[config.mk]
export PLATFORM = sky130hd
export DESIGN_NAME = sha256_hash_engine
export DESIGN_NICKNAME = d
export VERILOG_FILES = /design/src/sv/sha256_pkg.sv /design/src/sv/sha256_ram.sv /design/src/sv/sha256_core.sv /design/src/sv/sha256_hash_engine.sv
export SDC_FILE = /design/constraint.sdc
export NUM_CORES = 2
export LEC_CHECK = 0
export BUFFER_PORTS_ARGS = -buffer_cell sky130_fd_sc_hd__buf_2
export CORE_AREA = 2 2 544 546
export CTS_BUF_LIST = sky130_fd_sc_hd__clkbuf_8
export DETAILED_ROUTE_END_ITERATION = 10
export DIE_AREA = 0 0 546 548
export PLACE_DENSITY_LB_ADDON = 0.15
export SLEW_MARGIN = 40
export SYNTH_ARGS = -nofsm -noshare
export SYNTH_HDL_FRONTEND = slang
export SYNTH_SLANG_ARGS = --single-unit
[constraint.sdc]
create_clock -name clock -period 17.9 [get_ports clock]
set_input_delay 1.79 -clock clock [delete_from_list [all_inputs] [get_ports clock]]
set_output_delay 1.79 -clock clock [all_outputs]
set_load 0.1 [all_outputs]
[src/sv/sha256_pkg.sv]
`timescale 1ns / 1ps
// ----------------------------------------------------------------------------
// sha256_pkg
// Shared constants, types and tables for the byte-stream SHA-256 engine.
// ----------------------------------------------------------------------------
package sha256_pkg;

   localparam int unsigned ByteW       = 8;
   localparam int unsigned WordW       = 32;
   localparam int unsigned BlockBytes  = 64;
   localparam int unsigned DigestWords = 8;
   localparam int unsigned Rounds      = 64;
   localparam int unsigned PosW        = $clog2(BlockBytes);
   localparam int unsigned DigAddrW    = $clog2(DigestWords);
   localparam int unsigned RndW        = $clog2(Rounds);
   localparam int unsigned LenW        = 64;

   // last byte position that still leaves room for the length field
   localparam logic [PosW-1:0]  LastPadPos = PosW'(55);
   localparam logic [ByteW-1:0] PadMarker  = 8'h80;

   // round constants
   localparam logic [WordW-1:0] RoundK [0:Rounds-1] = '{
      32'h428a2f98, 32'h71374491, 32'hb5c0fbcf, 32'he9b5dba5,
      32'h3956c25b, 32'h59f111f1, 32'h923f82a4, 32'hab1c5ed5,
      32'hd807aa98, 32'h12835b01, 32'h243185be, 32'h550c7dc3,
      32'h72be5d74, 32'h80deb1fe, 32'h9bdc06a7, 32'hc19bf174,
      32'he49b69c1, 32'hefbe4786, 32'h0fc19dc6, 32'h240ca1cc,
      32'h2de92c6f, 32'h4a7484aa, 32'h5cb0a9dc, 32'h76f988da,
      32'h983e5152, 32'ha831c66d, 32'hb00327c8, 32'hbf597fc7,
      32'hc6e00bf3, 32'hd5a79147, 32'h06ca6351, 32'h14292967,
      32'h27b70a85, 32'h2e1b2138, 32'h4d2c6dfc, 32'h53380d13,
      32'h650a7354, 32'h766a0abb, 32'h81c2c92e, 32'h92722c85,
      32'ha2bfe8a1, 32'ha81a664b, 32'hc24b8b70, 32'hc76c51a3,
      32'hd192e819, 32'hd6990624, 32'hf40e3585, 32'h106aa070,
      32'h19a4c116, 32'h1e376c08, 32'h2748774c, 32'h34b0bcb5,
      32'h391c0cb3, 32'h4ed8aa4a, 32'h5b9cca4f, 32'h682e6ff3,
      32'h748f82ee, 32'h78a5636f, 32'h84c87814, 32'h8cc70208,
      32'h90befffa, 32'ha4506ceb, 32'hbef9a3f7, 32'hc67178f2
   };

   // initial chaining words
   localparam logic [WordW-1:0] InitHash [0:DigestWords-1] = '{
      32'h6a09e667, 32'hbb67ae85, 32'h3c6ef372, 32'ha54ff53a,
      32'h510e527f, 32'h9b05688c, 32'h1f83d9ab, 32'h5be0cd19
   };

   // sequencer states
   typedef enum logic [6:0] {
      ST_IDLE  = 7'b0000001,
      ST_LOAD  = 7'b0000010,
      ST_ROUND = 7'b0000100,
      ST_WBACK = 7'b0001000,
      ST_DWAIT = 7'b0010000,
      ST_DREAD = 7'b0100000,
      ST_DLOAD = 7'b1000000
   } state_type;

   // controls from the sequencer to the compression datapath
   typedef struct packed {
      logic            byte_vld;  // shift a block byte into the schedule window
      logic            word_vld;  // shift a chaining word into the working vars
      logic            rnd_en;    // run one round
      logic            wb_en;     // rotate working vars during write-back
      logic [RndW-1:0] rnd;       // round number
   } core_ctl_type;

endpackage

[src/sv/sha256_ram.sv]
`timescale 1ns / 1ps
// ----------------------------------------------------------------------------
// sha256_ram
// Generic single-write, single-read RAM with a registered read port.
// ----------------------------------------------------------------------------
module sha256_ram #(
   parameter int unsigned Width = 8,
   parameter int unsigned Depth = 64
) (
   input  logic                     clock,
   input  logic                     wr_en,
   input  logic [$clog2(Depth)-1:0] wr_addr,
   input  logic [Width-1:0]         wr_data,
   input  logic [$clog2(Depth)-1:0] rd_addr,
   output logic [Width-1:0]         rd_data
);

   logic [Width-1:0] mem_ff [Depth];
   logic [Width-1:0] rd_data_ff;

   // write port
   always_ff @(posedge clock) begin
      if (wr_en) begin
         mem_ff[wr_addr] <= wr_data;
      end
   end

   // registered read port
   always_ff @(posedge clock) begin
      rd_data_ff <= mem_ff[rd_addr];
   end

   assign rd_data = rd_data_ff;

endmodule

[src/sv/sha256_core.sv]
`timescale 1ns / 1ps
// ----------------------------------------------------------------------------
// sha256_core
// Compression datapath: 16-word message schedule window and the eight
// working variables, one round per cycle.
// ----------------------------------------------------------------------------
module sha256_core import sha256_pkg::*; (
   input  logic             clock,
   input  core_ctl_type     ctl,
   input  logic [ByteW-1:0] byte_in,
   input  logic [WordW-1:0] word_in,
   output logic [WordW-1:0] var_out
);

   localparam int unsigned WinW = 16 * WordW;

   logic [WinW-1:0]  w_ff;
   logic [WordW-1:0] v_ff [DigestWords];

   logic [WordW-1:0] w0, w1, w9, w14, w_new;
   logic [WordW-1:0] a, b, c, d, e, f, g, h;
   logic [WordW-1:0] big0, big1, choose, major, t1, t2;

   function automatic logic [WordW-1:0] ror(input logic [WordW-1:0] x, input int unsigned n);
      ror = (x >> n) | (x << (WordW - n));
   endfunction

   // schedule window taps, word 0 is the oldest
   assign w0  = w_ff[WinW-1 -: WordW];
   assign w1  = w_ff[WinW-1-WordW -: WordW];
   assign w9  = w_ff[WinW-1-9*WordW -: WordW];
   assign w14 = w_ff[WinW-1-14*WordW -: WordW];

   assign w_new = w0 + (ror(w1, 7) ^ ror(w1, 18) ^ (w1 >> 3)) + w9
                + (ror(w14, 17) ^ ror(w14, 19) ^ (w14 >> 10));

   assign a = v_ff[0];
   assign b = v_ff[1];
   assign c = v_ff[2];
   assign d = v_ff[3];
   assign e = v_ff[4];
   assign f = v_ff[5];
   assign g = v_ff[6];
   assign h = v_ff[7];

   // round function
   assign big1   = ror(e, 6) ^ ror(e, 11) ^ ror(e, 25);
   assign choose = (e & f) ^ (~e & g);
   assign t1     = h + big1 + choose + RoundK[ctl.rnd] + w0;
   assign big0   = ror(a, 2) ^ ror(a, 13) ^ ror(a, 22);
   assign major  = (a & b) ^ (a & c) ^ (b & c);
   assign t2     = big0 + major;

   // schedule window: bytes during load, new words during rounds
   always_ff @(posedge clock) begin
      if (ctl.byte_vld) begin
         w_ff <= {w_ff[WinW-ByteW-1:0], byte_in};
      end else if (ctl.rnd_en) begin
         w_ff <= {w_ff[WinW-WordW-1:0], w_new};
      end
   end

   // working variables
   always_ff @(posedge clock) begin
      if (ctl.word_vld) begin
         for (int j = 0; j < DigestWords - 1; j++) begin
            v_ff[j] <= v_ff[j+1];
         end
         v_ff[DigestWords-1] <= word_in;
      end else if (ctl.rnd_en) begin
         v_ff[7] <= g;
         v_ff[6] <= f;
         v_ff[5] <= e;
         v_ff[4] <= d + t1;
         v_ff[3] <= c;
         v_ff[2] <= b;
         v_ff[1] <= a;
         v_ff[0] <= t1 + t2;
      end else if (ctl.wb_en) begin
         for (int j = 0; j < DigestWords - 1; j++) begin
            v_ff[j] <= v_ff[j+1];
         end
         v_ff[DigestWords-1] <= v_ff[0];
      end
   end

   assign var_out = v_ff[0];

endmodule

[src/sv/sha256_hash_engine.sv]
`timescale 1ns / 1ps
// ----------------------------------------------------------------------------
// sha256_hash_engine
// SHA-256 of a byte stream, digest delivered as eight 32-bit words.
// ----------------------------------------------------------------------------
// Message bytes are written into a 64-byte block RAM, one request per cycle
// while the engine is idle. A byte that fills the block starts a compression:
// the load streams the block RAM and the chaining-word RAM into the schedule
// window and working variables, the rounds run one per cycle, and write-back
// adds the result back into the chaining-word RAM; no request is taken
// meanwhile. The request with tlast pads the message while the padding block
// is streamed (marker, zeros, length are generated on the fly) and costs one
// or two such compressions, then each digest word goes through DWAIT, DREAD
// and DLOAD into the output register, DWAIT holding while the result side
// stalls. Chaining words that were never written in the current message read
// as the initial hash values, so no clearing pass is needed.
// ----------------------------------------------------------------------------
module sha256_hash_engine import sha256_pkg::*; (
   input  logic        clock,
   input  logic        reset,
   input  logic        req_tvalid,
   output logic        req_tready,
   input  logic [7:0]  req_tdata,   // [7:0] data_byte
   input  logic        req_tuser,   // [0] byte_present
   input  logic        req_tlast,   // end_of_message
   output logic        rsp_tvalid,
   input  logic        rsp_tready,
   output logic [31:0] rsp_tdata,   // [31:0] digest_word
   output logic [2:0]  rsp_tuser,   // [2:0] word_index
   output logic        rsp_tlast    // last_word
);

   localparam int unsigned CntW = PosW + 1;

   state_type             state_ff, state_in;
   logic [PosW-1:0]       pos_ff, pos_in;
   logic [LenW-1:0]       bitlen_ff, bitlen_in;
   logic                  fin_ff, fin_in;
   logic                  pad_ff, pad_in;
   logic                  mark_ff, mark_in;
   logic                  lenblk_ff, lenblk_in;
   logic [CntW-1:0]       cnt_ff, cnt_in;
   logic [DigAddrW-1:0]   dig_idx_ff, dig_idx_in;
   logic [DigestWords-1:0] cv_ff, cv_in;
   logic                  ld_vld_ff;
   logic [PosW-1:0]       ld_idx_ff;
   logic [DigAddrW-1:0]   crd_addr_ff;
   logic                  crd_vld_ff;
   logic                  rsp_valid_ff;
   logic [WordW-1:0]      rsp_data_ff;
   logic [DigAddrW-1:0]   rsp_idx_ff;
   logic                  rsp_last_ff;

   logic                  req_acc;
   logic [PosW-1:0]       pos_next;
   logic [ByteW-1:0]      buf_q, blk_byte, len_byte;
   logic [WordW-1:0]      chain_q, chain_word, chain_wdata, var_out;
   logic [DigAddrW-1:0]   crd_addr, cwr_addr;
   logic                  cwr_en;
   logic                  dig_load;
   core_ctl_type          core_ctl;

   assign req_tready = (state_ff == ST_IDLE);
   assign req_acc    = req_tvalid & req_tready;
   assign pos_next   = pos_ff + PosW'(req_tuser);

   // block byte store
   sha256_ram #(
      .Width (ByteW),
      .Depth (BlockBytes)
   ) u_buf_ram (
      .clock   (clock),
      .wr_en   (req_acc & req_tuser),
      .wr_addr (pos_ff),
      .wr_data (req_tdata),
      .rd_addr (cnt_ff[PosW-1:0]),
      .rd_data (buf_q)
   );

   // chaining word store, read-modify-write during write-back
   assign crd_addr    = (state_ff == ST_DREAD) ? dig_idx_ff : cnt_ff[DigAddrW-1:0];
   assign cwr_en      = (state_ff == ST_WBACK) && (cnt_ff != '0);
   assign cwr_addr    = cnt_ff[DigAddrW-1:0] - DigAddrW'(1);
   assign chain_wdata = chain_word + var_out;

   sha256_ram #(
      .Width (WordW),
      .Depth (DigestWords)
   ) u_chain_ram (
      .clock   (clock),
      .wr_en   (cwr_en),
      .wr_addr (cwr_addr),
      .wr_data (chain_wdata),
      .rd_addr (crd_addr),
      .rd_data (chain_q)
   );

   // unwritten chaining words read as the initial hash
   assign chain_word = crd_vld_ff ? chain_q : InitHash[crd_addr_ff];

   // block byte as seen by the compression: stored data or padding
   assign len_byte = bitlen_ff[{~ld_idx_ff[2:0], 3'b000} +: ByteW];

   always_comb begin
      if (!pad_ff) begin
         blk_byte = buf_q;
      end else if (ld_idx_ff < pos_ff) begin
         blk_byte = buf_q;
      end else if (mark_ff && (ld_idx_ff == pos_ff)) begin
         blk_byte = PadMarker;
      end else if (lenblk_ff && (ld_idx_ff[PosW-1:3] == '1)) begin
         blk_byte = len_byte;
      end else begin
         blk_byte = '0;
      end
   end

   // datapath controls
   always_comb begin
      core_ctl.byte_vld = ld_vld_ff;
      core_ctl.word_vld = ld_vld_ff && (ld_idx_ff[PosW-1:DigAddrW] == '0);
      core_ctl.rnd_en   = (state_ff == ST_ROUND);
      core_ctl.wb_en    = cwr_en;
      core_ctl.rnd      = cnt_ff[RndW-1:0];
   end

   sha256_core u_core (
      .clock   (clock),
      .ctl     (core_ctl),
      .byte_in (blk_byte),
      .word_in (chain_word),
      .var_out (var_out)
   );

   assign dig_load = (state_ff == ST_DLOAD);

   // sequencer
   always_comb begin
      state_in   = state_ff;
      pos_in     = pos_ff;
      bitlen_in  = bitlen_ff;
      fin_in     = fin_ff;
      pad_in     = pad_ff;
      mark_in    = mark_ff;
      lenblk_in  = lenblk_ff;
      cnt_in     = cnt_ff;
      dig_idx_in = dig_idx_ff;
      cv_in      = cv_ff;
      if (cwr_en) begin
         cv_in[cwr_addr] = 1'b1;
      end
      case (state_ff)
         ST_IDLE: begin
            if (req_acc) begin
               pos_in = pos_next;
               if (req_tuser) begin
                  bitlen_in = bitlen_ff + LenW'(ByteW);
               end
               cnt_in = '0;
               if (req_tuser && (pos_ff == '1)) begin
                  // block full: compress data, padding may follow
                  state_in = ST_LOAD;
                  pad_in   = 1'b0;
                  fin_in   = req_tlast;
               end else if (req_tlast) begin
                  state_in  = ST_LOAD;
                  pad_in    = 1'b1;
                  mark_in   = 1'b1;
                  lenblk_in = (pos_next <= LastPadPos);
                  fin_in    = 1'b0;
               end
            end
         end
         ST_LOAD: begin
            cnt_in = cnt_ff + CntW'(1);
            if (cnt_ff == CntW'(BlockBytes)) begin
               state_in = ST_ROUND;
               cnt_in   = '0;
            end
         end
         ST_ROUND: begin
            cnt_in = cnt_ff + CntW'(1);
            if (cnt_ff == CntW'(Rounds - 1)) begin
               state_in = ST_WBACK;
               cnt_in   = '0;
            end
         end
         ST_WBACK: begin
            cnt_in = cnt_ff + CntW'(1);
            if (cnt_ff == CntW'(DigestWords)) begin
               cnt_in = '0;
               if (!pad_ff) begin
                  if (fin_ff) begin
                     // message ended on a block boundary
                     state_in  = ST_LOAD;
                     pad_in    = 1'b1;
                     mark_in   = 1'b1;
                     lenblk_in = 1'b1;
                     fin_in    = 1'b0;
                  end else begin
                     state_in = ST_IDLE;
                  end
               end else if (!lenblk_ff) begin
                  // length spills into an extra block
                  state_in  = ST_LOAD;
                  mark_in   = 1'b0;
                  lenblk_in = 1'b1;
                  pos_in    = '0;
               end else begin
                  state_in   = ST_DWAIT;
                  dig_idx_in = '0;
               end
            end
         end
         ST_DWAIT: begin
            if (!rsp_valid_ff || rsp_tready) begin
               state_in = ST_DREAD;
            end
         end
         ST_DREAD: begin
            state_in = ST_DLOAD;
         end
         ST_DLOAD: begin
            if (dig_idx_ff == DigAddrW'(DigestWords - 1)) begin
               // digest out: back to the initial state
               state_in  = ST_IDLE;
               cv_in     = '0;
               pos_in    = '0;
               bitlen_in = '0;
               pad_in    = 1'b0;
            end else begin
               state_in   = ST_DWAIT;
               dig_idx_in = dig_idx_ff + DigAddrW'(1);
            end
         end
         default: begin
            state_in = ST_IDLE;
         end
      endcase
   end

   // control registers
   always_ff @(posedge clock) begin
      if (reset) begin
         state_ff     <= ST_IDLE;
         pos_ff       <= '0;
         bitlen_ff    <= '0;
         fin_ff       <= 1'b0;
         pad_ff       <= 1'b0;
         mark_ff      <= 1'b0;
         lenblk_ff    <= 1'b0;
         cnt_ff       <= '0;
         dig_idx_ff   <= '0;
         cv_ff        <= '0;
         ld_vld_ff    <= 1'b0;
         crd_vld_ff   <= 1'b0;
         rsp_valid_ff <= 1'b0;
      end else begin
         state_ff   <= state_in;
         pos_ff     <= pos_in;
         bitlen_ff  <= bitlen_in;
         fin_ff     <= fin_in;
         pad_ff     <= pad_in;
         mark_ff    <= mark_in;
         lenblk_ff  <= lenblk_in;
         cnt_ff     <= cnt_in;
         dig_idx_ff <= dig_idx_in;
         cv_ff      <= cv_in;
         ld_vld_ff  <= (state_ff == ST_LOAD) && !cnt_ff[CntW-1];
         crd_vld_ff <= cv_ff[crd_addr];
         if (dig_load) begin
            rsp_valid_ff <= 1'b1;
         end else if (rsp_tready) begin
            rsp_valid_ff <= 1'b0;
         end
      end
   end

   // read-side tags and output payload
   always_ff @(posedge clock) begin
      ld_idx_ff   <= cnt_ff[PosW-1:0];
      crd_addr_ff <= crd_addr;
      if (dig_load) begin
         rsp_data_ff <= chain_word;
         rsp_idx_ff  <= dig_idx_ff;
         rsp_last_ff <= (dig_idx_ff == DigAddrW'(DigestWords - 1));
      end
   end

   assign rsp_tvalid = rsp_valid_ff;
   assign rsp_tdata  = rsp_data_ff;
   assign rsp_tuser  = rsp_idx_ff;
   assign rsp_tlast  = rsp_last_ff;

endmodule
# Word-level counts from Yosys, hierarchy flattened
# Memory sizes are Yosys's and may differ from the RTL's. A register that Yosys moved wholly into a read port is not among the register bits.
# Cells that the tools add are included.
# totals
regBits,659
latchBits,0
ramBits,1024
romBits,2304
in_bits,14
out_inout_bits,38
n_memories,5
# mem_list
memory,words,word_bits,read_ports,rd_ports_with_merged_regs,wr,line,text
(name not given),64,32,1,0,0,sha256_core.sv:49,assign t1 = h + big1 + choose + RoundK[ctl.rnd] + w0;
u_buf_ram.mem_ff,64,8,1,1,1,sha256_ram.sv:18,logic [Width-1:0] mem_ff [Depth];
(name not given),8,32,1,0,0,sha256_hash_engine.sv:99,assign chain_word = crd_vld_ff ? chain_q : InitHash[crd_addr_ff];
u_chain_ram.mem_ff,8,32,1,1,1,sha256_ram.sv:18,
u_core.v_ff,8,32,8,0,8,sha256_core.sv:18,logic [WordW-1:0] v_ff [DigestWords];
# classes
add_sub_neg,16
n_mul,0
div_mod_pow,0
magnitude_cmp,7
eq_ne,31
n_shift,1
n_mux,108
n_bitwise,49
reduce_logical,28
# op_table
operator,count
two-way mux 512 bit,2
two-way mux 32 bit,21
adder 32 bit,11
XOR 32 bit,9
two-way mux 64 bit,3
AND 32 bit,5
case mux 64 bit (2 select lines),1
two-way mux 7 bit,12
adder 64 x 4 -> 64 bit (second input constant),1
variable part select 64 x 7 -> 8 bit,1
two-way mux 8 bit,7
case mux 7 bit (7 select lines),1
two-way mux 1 bit,39
inverter 32 bit,1
bitwise OR 10 x 32 -> 32 bit,1
bitwise OR 13 x 32 -> 32 bit,1
bitwise OR 14 x 32 -> 32 bit,1
bitwise OR 15 x 32 -> 32 bit,1
bitwise OR 19 x 32 -> 32 bit,1
bitwise OR 21 x 32 -> 32 bit,1
bitwise OR 25 x 32 -> 32 bit,1
bitwise OR 26 x 32 -> 32 bit,1
bitwise OR 30 x 32 -> 32 bit,1
bitwise OR 7 x 32 -> 32 bit,1
56 further kinds,116

# Longest topological paths before layout
# An unclocked memory read counts as a cell.
# logic_depth
word_depth,11
depth_mapped,44

# Cells and area by module
# A second synthesis with hierarchy kept.
# hier_totals
cells_unflattened,6722
area_unflattened_um2,88414.8
# by_module_without_submodules
module,n_inst,cells_each,area_each_um2,seq_area_each_um2
sha256_core,1,4335,48931.9,23062.1
sha256_ram (u_buf_ram),1,962,20123.0,15534.9
sha256_ram (u_chain_ram),1,415,10466.3,8328.0
sha256_hash_engine,1,1010,8893.5,3243.1

# Worst setup path before layout
# No wires, ideal clock.
# synth_timing
path_kind,register to register
start,register ld_vld_ff
end,register u_core.w_ff[0] (enable)
arrival_time_ns,13.307
required_ns,16.930
setup_slack_ns,3.623
path_stages_with_launch,5
period_less_slack_ns,14.277
path_cell_list,dfxtp_1 -> clkbuf_1 -> clkbuf_1 -> clkbuf_1 -> nand2b_1
# synth_between
elab_chain_len,1
# synth_lines
element,line,text
from (decl),sha256_hash_engine.sv:45,logic ld_vld_ff;
from (signal assigned),sha256_hash_engine.sv:269,ld_vld_ff <= (state_ff == ST_LOAD) && !cnt_ff[CntW-1];
nonzero test 2 bit (no line),--,
to (signal assigned),sha256_core.sv:57,"w_ff <= {w_ff[WinW-ByteW-1:0], byte_in};"
to (signal assigned),sha256_core.sv:59,"w_ff <= {w_ff[WinW-WordW-1:0], w_new};"
to (decl),sha256_core.sv:17,logic [WinW-1:0] w_ff;
# No other way between the ends.
# A chain may end at the register's enable or synchronous reset.

==> flow_summary.json <==
{
  "placed_area_um2": 92700,
  "whs_endpoint": "cv_ff[2]",
  "drt-pass1-iter-count": 6,
  "clk_latency_ns": 1.03,
  "relSlewSlack_pct": 40.3,
  "io_buffers": 51,
  "swShare_pct": 40.7,
  "fp.dieW_um": 546,
  "worst_pin_slew_ns": 0.896,
  "grt_pass1_vias": 54400,
  "routed_wl_mm": 264,
  "route.vias.total": 54200,
  "syn_nets": 6977,
  "synth-seq-cells": 1720,
  "fmax_mhz": 91.2,
  "clock-sinks": 1720,
  "required_ns": 18.63,
  "clkTransAtPathRegs_ns": 0.06,
  "synthAdderAreaFrac_pct": 7.06,
  "synth_top_family_by_area": "multiplexers",
  "drv_cap": 0,
  "ctsResizeCount": 0,
  "synth_area_um2": 87600,
  "cts_tree": "yes",
  "hold_depth": 2,
  "vdd_drop_max_uv": 238,
  "startpoint_type": "flip-flop",
  "r2r-start": "cnt_ff[0]",
  "ys.flop_type": "edfxtp_1",
  "slew_violations": 0,
  "worst_clock_skew_ns": 0.0569,
  "drt-vias-per-instance": 4.98,
  "antenna_found_initial": 10,
  "synth-compound-area-share_pct": 6.74,
  "yosys.cell_types.count": 84,
  "crit_arrival_ns": 11.69,
  "drc_errors": 0,
  "ys_warn_count": 0,
  "std_cell_rows": 199,
  "period_share_pct": 61.2,
  "initial_core_util_pct": 29.9,
  "cts-root-buf": "clkbuf_8",
  "power_frac_seq_pct": 29.9,
  "r2r_cells": 37,
  "hp-start": "cv_ff[2]",
  "fin_crit_ns": 10.96,
  "grt_start_max_net_pins": 99,
  "cts_htree_levels": 5,
  "synth-edff-count": 1572,
  "path_class": "reg2reg",
  "reg2reg_to": "u_core.v_ff[0][25]",
  "ctsHoldBuffers": 0,
  "ios": 52,
  "avgSynthCellArea_um2": 13.3,
  "fp.coreArea_um2": 293000,
  "crit_fanout": 46,
  "postSynthCellCount": 6584,
  "clkPwrFrac_pct": 22.4,
  "tns_ns": 0,
  "grt_pass1_wl_mm": 386,
  "power.switching_uw": 6650,
  "ys_async_sr_fraction_pct": 0,
  "path_buf_inv": 5,
  "crit_family": "compound AO/OA/AOI/OAI gates",
  "power_frac_comb_pct": 47.7,
  "detail_route.iter0.violations": 4859,
  "cts_buffers": 319,
  "muxShareOfSynthArea_pct": 13.9,
  "area_delta_synth_final_pct": 12.9,
  "finalSetupViolCount": 0,
  "critPathCaptureType": "flip-flop",
  "ant_nets": 0,
  "overflow": 0,
  "final_layout_size_suffix_gt1_share_pct": 22.5,
  "gp_congestion": 0.891,
  "p_int_uw": 9700,
  "cp-startpoint": "cnt_ff[0]",
  "dieArea_um2": 299000,
  "routedWlPerCell_um": 24.3,
  "rrSetupSlack_ns": 6.94,
  "fin_area_um2": 98900,
  "clk_path_buf_depth": 4,
  "synth_xor_xnor_area_share_pct": 4.35,
  "seq_area_frac_synth_pct": 57.3,
  "power_density_nw_per_um2": 165,
  "status": "finished, final reports clean",
  "finalNetCount": 7105,
  "power_leakage_uw": 0.0342,
  "hp-class": "reg2reg",
  "post_cts_buffers": 0,
  "gr-usage-all-layers_pct": 17.3,
  "max_stage_delay_ns": 0.83,
  "rsz0062_at_grt": "no",
  "cpMaxStageDelayCell": "dfxtp_4",
  "hpwl_mm": 182,
  "synth-simple-area-share_pct": 7.73,
  "hold_violations": 0,
  "die_h_um": 548
}
-- flip-flops by register name, indices dropped and copies added (netlist names), 8 cells and up --
| register | count |
|---|---|
| u_chain_ram.mem_ff | 256 |
| u_buf_ram.rd_data | 8 |
| u_chain_ram.rd_data | 32 |
| u_core.v_ff | 256 |
| cv_ff | 8 |
| rsp_tdata | 32 |
| u_buf_ram.mem_ff | 512 |
| u_core.w_ff | 512 |
| bitlen_ff | 61 |
-- cell usage after synthesis (all sizes together), types with 31 or more instances --
master,n,area [µm²]
edfxtp,1572,47200
mux2,668,7520
nand2,660,2490
nor2,332,1250
o21ai,329,1650
inv,303,1140
clkbuf,298,1120
xnor2,278,2430
nand3,238,1200
a21oi,232,1160
ha,191,2390
fa,188,3760
mux4,182,4100
xor2,154,1350
dfxtp,148,2960
a21o,102,766
buf,62,267
nor3,60,322
mux2i,59,591
a211oi,37,295
and3,35,219
a31oi,33,206
o211ai,31,233
o21a,31,233
-- power by group through the flow --
stage / logic (µW) / clock network, µW / registers, µW
floorplan: 5640 / 0 / 4930
global placement: 7670 / 0 / 4970
detailed placement: 7690 / 0 / 4970
CTS: 7750 / 3800 / 4890
global route: 8650 / 3970 / 4900
finish: 7790 / 3660 / 4890
-- through the flow --
stage	total power (µW)	hold WS (ns)	utilization, %	std cells	setup WS (ns)
after floorplan	10600	0.329	-	6584	3.62
after global placement	12600	0.450	31.5	10300	7.18
after detailed placement	12700	0.460	31.6	10300	7.12
after CTS	16400	0.472	33.7	10900	7.10
after global routing	17500	0.485	33.7	10900	6.35
final	16300	0.471	33.7	10900	6.94
-- cells by family after synthesis --
| kind of cell | after synthesis |
|---|---|
| compound gates | 960 |
| xor+xnor | 433 |
| fa+ha+maj | 382 |
| buf+inv | 665 |
| flops | 1720 |
| mux | 909 |
| simple gates | 1515 |
-- worst register-to-register path, delay by kind of cell (launching register included) --
family	cells	cell delay, ns
compound gates	18	4.27
mux	1	0.20
simple gates	5	0.92
xor+xnor	1	0.15
flops	1	0.83
buf+inv	5	1.24
fa+ha+maj	7	3.05
-- routing by layer --
| layer | share of wire, % | track usage (%) |
|---|---|---|
| met2 | 45 | 26.7 |
| met3 | 5.0 | 2.40 |
| met5 | 0.0049 | 0 |
| met1 | 47 | 25.2 |
| met4 | 2.4 | 5.00 |
-- cells in the final DEF, fill, tap and decap left out, types with 56 or more instances in the layout --
cell,netlist,final
mux4_2,182,182
mux2_2,668,668
clkbuf_8,0,337
buf_4,0,88
edfxtp_1,1572,1572
a21oi_1,232,232
xor2_1,154,154
nor2_1,332,271
a21o_1,102,101
dfxtp_1,148,140
o21ai_0,320,313
nand2_1,658,657
clkinv_1,2,57
fa_1,188,188
xnor2_1,278,270
mux2i_1,59,56
ha_1,191,191
nand3_1,237,232
inv_1,300,399
-- cell type report --
type                            instances  area, µm²
Antenna cell                            4       10.0
Clock buffer                          337       4640
Clock inverter                        233       1350
Fill cell                           29000     194000
Inverter                              305       1150
Multi-Input combinational cell       4199      35300
Sequential cell                      1720      50200
Tap cell                             3919       4900
Timing Repair Buffer                  167       1370
-- worst max-delay path by stage --
stage,slack (ns),end,cells past startpoint
after floorplan,3.62,u_core.w_ff[0],4
after global placement,7.18,u_core.v_ff[0][29],37
after detailed placement,7.12,u_core.v_ff[0][25],37
after CTS,7.10,u_core.v_ff[0][25],37
after global routing,6.35,u_core.v_ff[0][25],36
final,6.94,u_core.v_ff[0][25],37
No activity file was read; power rests on OpenSTA's default activity.
